**src/hw/rtl/tos_pkg.sv**
```systemverilog
// ============================================================================
// Telnet option stripper package
// Byte codes, parser phase codes, capability flag positions, reply codes,
// register indexes and register reset values shared by the option stripper logic.
// ============================================================================
package tos_pkg;

   // Telnet command bytes
   localparam logic [7:0] B_IAC  = 8'd255;
   localparam logic [7:0] B_DONT = 8'd254;
   localparam logic [7:0] B_DO   = 8'd253;
   localparam logic [7:0] B_WONT = 8'd252;
   localparam logic [7:0] B_WILL = 8'd251;
   localparam logic [7:0] B_SB   = 8'd250;
   localparam logic [7:0] B_SE   = 8'd240;

   // Fixed option codes
   localparam logic [7:0] OPT_NAWS  = 8'd31;
   localparam logic [7:0] OPT_TTYPE = 8'd24;

   // Parser phases
   localparam logic [2:0] PH_DATA   = 3'd0;
   localparam logic [2:0] PH_IAC    = 3'd1;
   localparam logic [2:0] PH_OPT    = 3'd2;
   localparam logic [2:0] PH_SBOPT  = 3'd3;
   localparam logic [2:0] PH_SBDATA = 3'd4;
   localparam logic [2:0] PH_SBIAC  = 3'd5;

   // Capability flag bit positions
   localparam int FL_TTYPE = 0;
   localparam int FL_NAWS  = 1;
   localparam int FL_MSDP  = 2;
   localparam int FL_MSSP  = 3;
   localparam int FL_MXP   = 4;
   localparam int FL_MSP   = 5;
   localparam int FL_ATCP  = 6;
   localparam int FLAG_W   = 7;

   // Reply codes
   typedef logic [1:0] reply_type;
   localparam reply_type REPLY_NONE  = 2'd0;
   localparam reply_type REPLY_TTYPE = 2'd1;
   localparam reply_type REPLY_MXP   = 2'd2;
   localparam reply_type REPLY_MSSP  = 2'd3;

   // Configuration register indexes
   localparam logic [2:0] REG_MSDP = 3'd0;
   localparam logic [2:0] REG_MSSP = 3'd1;
   localparam logic [2:0] REG_MXP  = 3'd2;
   localparam logic [2:0] REG_MSP  = 3'd3;
   localparam logic [2:0] REG_ATCP = 3'd4;

   // Configuration register reset values
   localparam logic [7:0] MSDP_RESET = 8'd69;
   localparam logic [7:0] MSSP_RESET = 8'd70;
   localparam logic [7:0] MXP_RESET  = 8'd91;
   localparam logic [7:0] MSP_RESET  = 8'd90;
   localparam logic [7:0] ATCP_RESET = 8'd200;

   // Subnegotiation byte counter saturates here
   localparam logic [2:0] SUB_COUNT_MAX = 3'd7;

endpackage

```
**src/hw/rtl/telnet_option_stripper_core.sv**
```systemverilog
// ============================================================================
// Telnet option stripper core
// Strips telnet commands from a received byte stream, tracks negotiated
// capabilities and NAWS window size, and raises one-beat reply codes.
// ============================================================================
// The block takes one received byte per beat on the req_ channel and returns
// exactly one result beat per byte on the rsp_ channel, in order. A byte
// is held in the input register until the result register can take a
// result, is parsed by a single step of the telnet state machine, and is
// then loaded into the result register. A new byte is taken every cycle
// unless the consumer holds rsp_stall, the only thing that slows it. Plain
// bytes outside commands and IAC IAC come out with data_valid set; all
// other bytes come out with data_valid clear and data_byte zero. The
// capability flags and window size are those after the byte of that beat.
// The option codes for MSDP, MSSP, MXP, MSP and ATCP are programmable over
// the csr_ port and should only be changed while no byte is in flight.
// Parser state carries across any split of the byte stream.
module telnet_option_stripper_core
   import tos_pkg::*;
(
   input  logic        clock,
   input  logic        reset,

   // Received byte channel
   input  logic        req_valid,
   output logic        req_stall,
   input  logic [7:0]  req_rx_byte,

   // Result channel
   output logic        rsp_valid,
   input  logic        rsp_stall,
   output logic        rsp_data_valid,
   output logic [7:0]  rsp_data_byte,
   output logic [1:0]  rsp_reply_code,
   output logic [6:0]  rsp_capability_flags,
   output logic [15:0] rsp_window_width,
   output logic [15:0] rsp_window_height,

   // Configuration port
   input  logic        csr_psel,
   input  logic        csr_penable,
   input  logic        csr_pwrite,
   input  logic [4:0]  csr_paddr,
   input  logic [31:0] csr_pwdata,
   output logic [31:0] csr_prdata,
   output logic        csr_pready
);

   // ------------------------------------------------------------------------
   // Configuration registers. Registers sit at byte addresses 0, 4, 8, 12
   // and 16; the word index is taken from paddr[4:2].
   // ------------------------------------------------------------------------
   logic [7:0] msdp_opt_ff, mssp_opt_ff, mxp_opt_ff, msp_opt_ff, atcp_opt_ff;
   logic       csr_write;
   logic [2:0] csr_index;

   assign csr_pready = 1'b1;
   assign csr_write  = csr_psel & csr_penable & csr_pwrite;
   assign csr_index  = csr_paddr[4:2];

   always_ff @(posedge clock) begin
      if (reset) begin
         msdp_opt_ff <= MSDP_RESET;
         mssp_opt_ff <= MSSP_RESET;
         mxp_opt_ff  <= MXP_RESET;
         msp_opt_ff  <= MSP_RESET;
         atcp_opt_ff <= ATCP_RESET;
      end else if (csr_write) begin
         case (csr_index)
            REG_MSDP: msdp_opt_ff <= csr_pwdata[7:0];
            REG_MSSP: mssp_opt_ff <= csr_pwdata[7:0];
            REG_MXP:  mxp_opt_ff  <= csr_pwdata[7:0];
            REG_MSP:  msp_opt_ff  <= csr_pwdata[7:0];
            REG_ATCP: atcp_opt_ff <= csr_pwdata[7:0];
            default: ;
         endcase
      end
   end

   // Read data is combinational from the address, zero-extended to 32 bits.
   always_comb begin
      case (csr_index)
         REG_MSDP: csr_prdata = {24'd0, msdp_opt_ff};
         REG_MSSP: csr_prdata = {24'd0, mssp_opt_ff};
         REG_MXP:  csr_prdata = {24'd0, mxp_opt_ff};
         REG_MSP:  csr_prdata = {24'd0, msp_opt_ff};
         REG_ATCP: csr_prdata = {24'd0, atcp_opt_ff};
         default:  csr_prdata = 32'd0;
      endcase
   end

   // ------------------------------------------------------------------------
   // Handshake. The input register holds one byte; it is parsed when the
   // result register is empty or is being emptied in the same cycle. The
   // input side is stalled only when the input register is full and cannot
   // drain, so a new byte is taken every cycle while the output flows.
   // ------------------------------------------------------------------------
   logic       in_full_ff, in_full_in;
   logic [7:0] in_byte_ff;
   logic       out_full_ff, out_full_in;
   logic       out_move;
   logic       proc;
   logic       req_take;

   assign out_move  = ~out_full_ff | ~rsp_stall;
   assign proc      = in_full_ff & out_move;
   assign req_stall = in_full_ff & ~out_move;
   assign req_take  = req_valid & ~req_stall;

   assign in_full_in  = req_take | (in_full_ff & ~proc);
   assign out_full_in = proc | (out_full_ff & rsp_stall);

   always_ff @(posedge clock) begin
      if (reset) begin
         in_full_ff  <= 1'b0;
         out_full_ff <= 1'b0;
      end else begin
         in_full_ff  <= in_full_in;
         out_full_ff <= out_full_in;
      end
   end

   always_ff @(posedge clock) begin
      if (req_take) begin
         in_byte_ff <= req_rx_byte;
      end
   end

   // ------------------------------------------------------------------------
   // Parser state
   // ------------------------------------------------------------------------
   logic [2:0]        phase_ff, phase_in;
   logic              will_ff, will_in;
   logic [7:0]        sub_opt_ff, sub_opt_in;
   logic [2:0]        sub_count_ff, sub_count_in;
   logic [FLAG_W-1:0] flags_ff, flags_in;
   logic [15:0]       width_ff, width_in;
   logic [15:0]       height_ff, height_in;

   // First four subnegotiation data bytes; entries are only read after they
   // have been written in the same subnegotiation, so they need no reset.
   logic [7:0]        head_ff [4];
   logic              head_we;

   // Result of this step
   logic              dvalid_in;
   logic [7:0]        dbyte_in;
   reply_type         reply_in;
   logic              keep_byte;

   always_comb begin
      phase_in     = phase_ff;
      will_in      = will_ff;
      sub_opt_in   = sub_opt_ff;
      sub_count_in = sub_count_ff;
      flags_in     = flags_ff;
      width_in     = width_ff;
      height_in    = height_ff;
      dvalid_in    = 1'b0;
      dbyte_in     = 8'd0;
      reply_in     = REPLY_NONE;
      keep_byte    = 1'b0;

      case (phase_ff)
         PH_DATA: begin
            if (in_byte_ff == B_IAC) begin
               phase_in = PH_IAC;
            end else begin
               dvalid_in = 1'b1;
               dbyte_in  = in_byte_ff;
            end
         end

         PH_IAC: begin
            if (in_byte_ff == B_IAC) begin
               dvalid_in = 1'b1;
               dbyte_in  = B_IAC;
               phase_in  = PH_DATA;
            end else if (in_byte_ff == B_SB) begin
               phase_in = PH_SBOPT;
            end else if (in_byte_ff inside {[B_WILL:B_DONT]}) begin
               will_in  = (in_byte_ff == B_WILL);
               phase_in = PH_OPT;
            end else begin
               phase_in = PH_DATA;
            end
         end

         PH_OPT: begin
            // Only WILL acts; the first matching option code wins.
            if (will_ff) begin
               if (in_byte_ff == OPT_TTYPE) begin
                  reply_in = REPLY_TTYPE;
               end else if (in_byte_ff == OPT_NAWS) begin
                  flags_in[FL_NAWS] = 1'b1;
               end else if (in_byte_ff == msdp_opt_ff) begin
                  flags_in[FL_MSDP] = 1'b1;
               end else if (in_byte_ff == mssp_opt_ff) begin
                  flags_in[FL_MSSP] = 1'b1;
               end else if (in_byte_ff == mxp_opt_ff) begin
                  flags_in[FL_MXP] = 1'b1;
                  reply_in         = REPLY_MXP;
               end else if (in_byte_ff == msp_opt_ff) begin
                  flags_in[FL_MSP] = 1'b1;
               end else if (in_byte_ff == atcp_opt_ff) begin
                  flags_in[FL_ATCP] = 1'b1;
               end
            end
            will_in  = 1'b0;
            phase_in = PH_DATA;
         end

         PH_SBOPT: begin
            sub_opt_in   = in_byte_ff;
            sub_count_in = 3'd0;
            phase_in     = PH_SBDATA;
         end

         PH_SBDATA: begin
            if (in_byte_ff == B_IAC) begin
               phase_in = PH_SBIAC;
            end else begin
               keep_byte = 1'b1;
            end
         end

         PH_SBIAC: begin
            if (in_byte_ff == B_SE) begin
               // End of subnegotiation: act on the option collected.
               if (sub_opt_ff == OPT_TTYPE) begin
                  if (sub_count_ff > 3'd1 && head_ff[0] == 8'd0) begin
                     flags_in[FL_TTYPE] = 1'b1;
                  end
               end else if (sub_opt_ff == OPT_NAWS && sub_count_ff >= 3'd4) begin
                  width_in          = {head_ff[0], head_ff[1]};
                  height_in         = {head_ff[2], head_ff[3]};
                  flags_in[FL_NAWS] = 1'b1;
               end else if (sub_opt_ff == msdp_opt_ff && sub_count_ff >= 3'd2) begin
                  // Server data protocol payload is not interpreted.
               end else if (sub_opt_ff == mssp_opt_ff) begin
                  reply_in = REPLY_MSSP;
               end
               phase_in = PH_DATA;
            end else begin
               keep_byte = 1'b1;
               phase_in  = PH_SBDATA;
            end
         end

         default: begin
            phase_in = PH_DATA;
         end
      endcase

      // Subnegotiation data byte: store the first four, count up to saturation.
      if (keep_byte && sub_count_ff != SUB_COUNT_MAX) begin
         sub_count_in = sub_count_ff + 3'd1;
      end
   end

   assign head_we = keep_byte & ~sub_count_ff[2];

   always_ff @(posedge clock) begin
      if (reset) begin
         phase_ff     <= PH_DATA;
         will_ff      <= 1'b0;
         sub_opt_ff   <= 8'd0;
         sub_count_ff <= 3'd0;
         flags_ff     <= '0;
         width_ff     <= 16'd0;
         height_ff    <= 16'd0;
      end else if (proc) begin
         phase_ff     <= phase_in;
         will_ff      <= will_in;
         sub_opt_ff   <= sub_opt_in;
         sub_count_ff <= sub_count_in;
         flags_ff     <= flags_in;
         width_ff     <= width_in;
         height_ff    <= height_in;
      end
   end

   always_ff @(posedge clock) begin
      if (proc && head_we) begin
         head_ff[sub_count_ff[1:0]] <= in_byte_ff;
      end
   end

   // ------------------------------------------------------------------------
   // Result register. The parser state only advances when a result is
   // loaded, so the flags and window size held in state always equal the
   // values after the byte of the beat currently presented.
   // ------------------------------------------------------------------------
   logic       dvalid_ff;
   logic [7:0] dbyte_ff;
   reply_type  reply_ff;

   always_ff @(posedge clock) begin
      if (proc) begin
         dvalid_ff <= dvalid_in;
         dbyte_ff  <= dbyte_in;
         reply_ff  <= reply_in;
      end
   end

   assign rsp_valid            = out_full_ff;
   assign rsp_data_valid       = dvalid_ff;
   assign rsp_data_byte        = dbyte_ff;
   assign rsp_reply_code       = reply_ff;
   assign rsp_capability_flags = flags_ff;
   assign rsp_window_width     = width_ff;
   assign rsp_window_height    = height_ff;

endmodule

```
**config.mk**
```make
export PLATFORM = sky130hd
export DESIGN_NAME = telnet_option_stripper_core
export DESIGN_NICKNAME = d
export VERILOG_FILES = /design/src/hw/rtl/tos_pkg.sv /design/src/hw/rtl/telnet_option_stripper_core.sv
export SDC_FILE = /design/constraint.sdc
export NUM_CORES = 1
export LEC_CHECK = 0
export CAP_MARGIN = 40
export CORE_ASPECT_RATIO = 1.1
export CORE_MARGIN = 1
export CORE_UTILIZATION = 45
export CTS_CLUSTER_SIZE = 28
export DETAILED_ROUTE_END_ITERATION = 8
export DONT_BUFFER_PORTS = 1
export MAX_ROUTING_LAYER = met4
export PLACE_DENSITY_LB_ADDON = 0.12
export SLEW_MARGIN = 5
export SYNTH_ARGS = -nofsm -noshare
export SYNTH_HDL_FRONTEND = slang
export SYNTH_SLANG_ARGS = --single-unit
```
**constraint.sdc**
```tcl
create_clock -name clock -period 3.9 [get_ports clock]
set_clock_uncertainty 0.1 [all_clocks]
set_input_delay 1.17 -clock clock [delete_from_list [all_inputs] [get_ports clock]]
set_output_delay 1.17 -clock clock [all_outputs]
set_load 0.005 [all_outputs]
```
==> impl_metrics.csv <==
group,metric,value,unit
sta,tns,0,ns
sta,fin_crit_sh,83.1,%
worst_setup_path,worstSetupEndpointType,"output port",
sta,setup_violations,0,
sta,worst_slew_margin_rel,52.5,%
clocking,ctsHoldBuffers,0,
synthesis,syn_avg_cell_area,9.92,um^2
power_and_ir_drop,cellPowerDensity,458,nW/um^2
routing,via_per_inst,5.39,
worst_setup_path,arrival,1.97,ns
die,die_h,130,um
worst_setup_path,timing.rr.end,"rsp_window_height[13]$_SDFFE_PP0P_",
global_route,grt_usage,22.6,%
sta,holdWs,0.360,ns
worst_setup_path,worst_r2r_path_depth,6,
sta,tightest_slew,0.708,ns
die,dieArea,15400,um^2
clocking,post_cts_resized,0,
worst_setup_path,cp_max_fo,17,
worst_setup_path,crit_type,"input port to output port",
sta,rsz0062_at_grt,"no",
synthesis,netlist_area,6730,um^2
power_and_ir_drop,ir_worst_vdd,309,uV
synthesis,async_reset_ff_share,0,%
placement,place_hpwl,11.2,mm
cells_and_area,syn_to_final_growth,9.97,%
clocking,clk_pin_slew,0.06,ns
synthesis,ys_seq_area_share,51.3,%
min_path,hold_class,"flop to flop",
worst_setup_path,r2r_start,"in_byte_ff[1]$_DFFE_PP_",
clocking,clock_sinks,147,
die,start_util,46.4,%
job,cap_violations,0,
min_path,hp-start,"rsp_capability_flags[3]$_SDFFE_PP0P_",
run_status,status,"completed",
die,io-pin-count,137,
die,rows,46,
synthesis,synth-edff-count,51,
clocking,worst_skew_pair.late_latency,0.42,ns
placement,gp_congestion,0.859,
placement,portBuffers,0,
die,die_w,119,um
power_and_ir_drop,p_leak,0.00262,uW
clocking,clock_path_buffers,2,
routing,vias,4702,
clocking,htree_levels,4,
clocking,cts_buffers,17,
min_path,hold_depth,2,
cells_and_area,final_util,51.0,%
clocking,cts_setup_buffers,0,
clocking,root_buffer,"clkbuf_16",
cells_and_area,num_antenna_cells,0,
clocking,cts_tree,"yes",
cells_and_area,drive_gt1_share,9.69,%
global_route,grt_pass1_vias,4534,
sta,finalMaxSlewViolations,0,
routing,wl_per_cell,18.5,um
worst_setup_path,reg2reg_slack,1.23,ns
global_route,grt_pass1_wl,25.2,mm
synthesis,synth_seq_cells,147,
synthesis,synthCells,678,
placement,postPlaceCellArea,6800,um^2
global_route,gr-total-overflow,0,
routing,dr.pass1.iters,5,
worst_setup_path,cp-startpoint,"csr_paddr[2]",
synthesis,synth_cell_types,53,
global_route,grt_antenna_before_repair,0,
sta,hold_viol,0,
synthesis,yosys_warnings,0,
synthesis,synth_top_flop_cell,"dfxtp_1",
min_path,holdPathEnd,"rsp_capability_flags[3]$_SDFFE_PP0P_",
die,coreArea,14500,um^2
cells_and_area,final_area,7400,um^2
routing,drt-total-wl,16.1,mm
sta,fin_crit,3.24,ns
routing,postRouteAntennaNets,0,
routing,drc,0,
global_route,grt_max_degree,101,
routing,drtIter0Drc,242,
sta,fmax,0.308,GHz
cells_and_area,layout.nets,725,
worst_setup_path,required,2.63,ns
worst_setup_path,critPathLaunchType,"input port",
[critical path, cell delays in order]
cell     delay [ns]
nor2b_1        0.38
a22oi_1        0.17
o22ai_1        0.25
[metrics by stage]
step / std cells / worst slack, ns / total power (uW)
2_1_floorplan: 701 / 0.316 / 1770
3_3_place_gp: 841 / 0.716 / 1760
3_5_place_dp: 841 / 0.684 / 1770
4_1_cts: 873 / 0.685 / 3420
5_1_grt: 873 / 0.607 / 3490
6_report: 873 / 0.657 / 3390
[placed cells by master (no fill, tap or decap), types with 14 or more instances in the layout]
cell       netlist  layout
conb_1           2      25
nor2_1          48      48
buf_4           27      16
xor2_1          52      52
edfxtp_1        51      51
nand2_2         14      14
nor2b_1         23      23
nor4_1          17      17
a211o_1         18      18
clkbuf_16        0      17
a21oi_1         58      58
dfxtp_1         96      96
nand2_1         77      77
mux2i_1         32      32
[per-layer routing]
layer | vias up | track usage (%) | part of all wire (%)
met2 | 140 | 38.4 | 52
met5 | - | - | 0
met3 | 16 | 4.68 | 5.7
met4 | 0 | 11.2 | 1.9
li1 | 2289 | - | -
met1 | 2257 | 25.6 | 40
[kinds of logic after synthesis]
kind of cell / count (synthesis) / synth area share (%)
compound gates: 111 / 10.3
fa+ha+maj: 5 / 0.930
flops: 147 / 51.3
simple gates: 242 / 18.3
other cells: 2 / 0.112
xor+xnor: 58 / 7.55
buf+inv: 79 / 6.36
mux: 34 / 5.10
[where the power goes]
part	leakage, uW	total [uW]	switching (uW)	internal (uW)
sequential	0.00124	1620	16.7	1600
combinational	0.00109	115	73.1	42.3
clock	0.000291	1650	630	1020
[synth_stat cells (3+ instances only)]
cell       number  area (um^2)
dfxtp_1        96         1920
nand2_1        77          289
a21oi_1        58          290
xor2_1         52          455
edfxtp_1       51         1530
nor2_1         48          180
mux2i_1        32          320
clkbuf_1       28          105
buf_4          27          203
nor2b_1        23          144
a211o_1        18          158
nor4_1         17          106
nand2_2        14         87.6
and2_1         13         81.3
nor3_1         13         65.1
inv_1          10         37.5
o22ai_1         8         50.1
a22oi_1         7         52.6
buf_2           6         30.0
nand3_1         6         30.0
xnor2_1         6         52.6
ha_1            5         62.6
nand2b_1        5         31.3
nand4_1         5         31.3
and3_1          4         25.0
buf_1           4         15.0
o21ai_0         4         20.0
buf_6           3         33.8
o2111ai_1       3         26.3
o31ai_1         3         22.5
or4_1           3         22.5
[how the worst max path moves through the flow]
stage          slack (ns)  depth (start not counted)             to
2_1_floorplan        0.32                          6  csr_prdata[6]
3_3_place_gp         0.72                          3  csr_prdata[1]
3_5_place_dp         0.68                          3  csr_prdata[7]
4_1_cts              0.68                          3  csr_prdata[7]
5_1_grt              0.61                          3  csr_prdata[5]
6_report             0.66                          3  csr_prdata[5]
[flip-flops by register name (all words and copies together), names as in the netlist, 7 cells and up]
| register | count |
|---|---|
| atcp_opt_ff | 8 |
| head_ff | 32 |
| in_byte_ff | 8 |
| msdp_opt_ff | 8 |
| msp_opt_ff | 8 |
| mssp_opt_ff | 8 |
| mxp_opt_ff | 8 |
| rsp_capability_flags | 7 |
| rsp_data_byte | 8 |
| rsp_window_height | 16 |
| rsp_window_width | 16 |
| sub_opt_ff | 8 |
[layout make-up]
cell class,instances,area [um^2]
Clock buffer,20,447
Clock inverter,12,155
Timing Repair Buffer,16,120
Fill cell,1374,7110
Tap cell,192,240
Inverter,11,41.3
Sequential cell,147,3450
Multi-Input combinational cell,475,2940
Note: power is estimated with default switching activity, not from simulation.
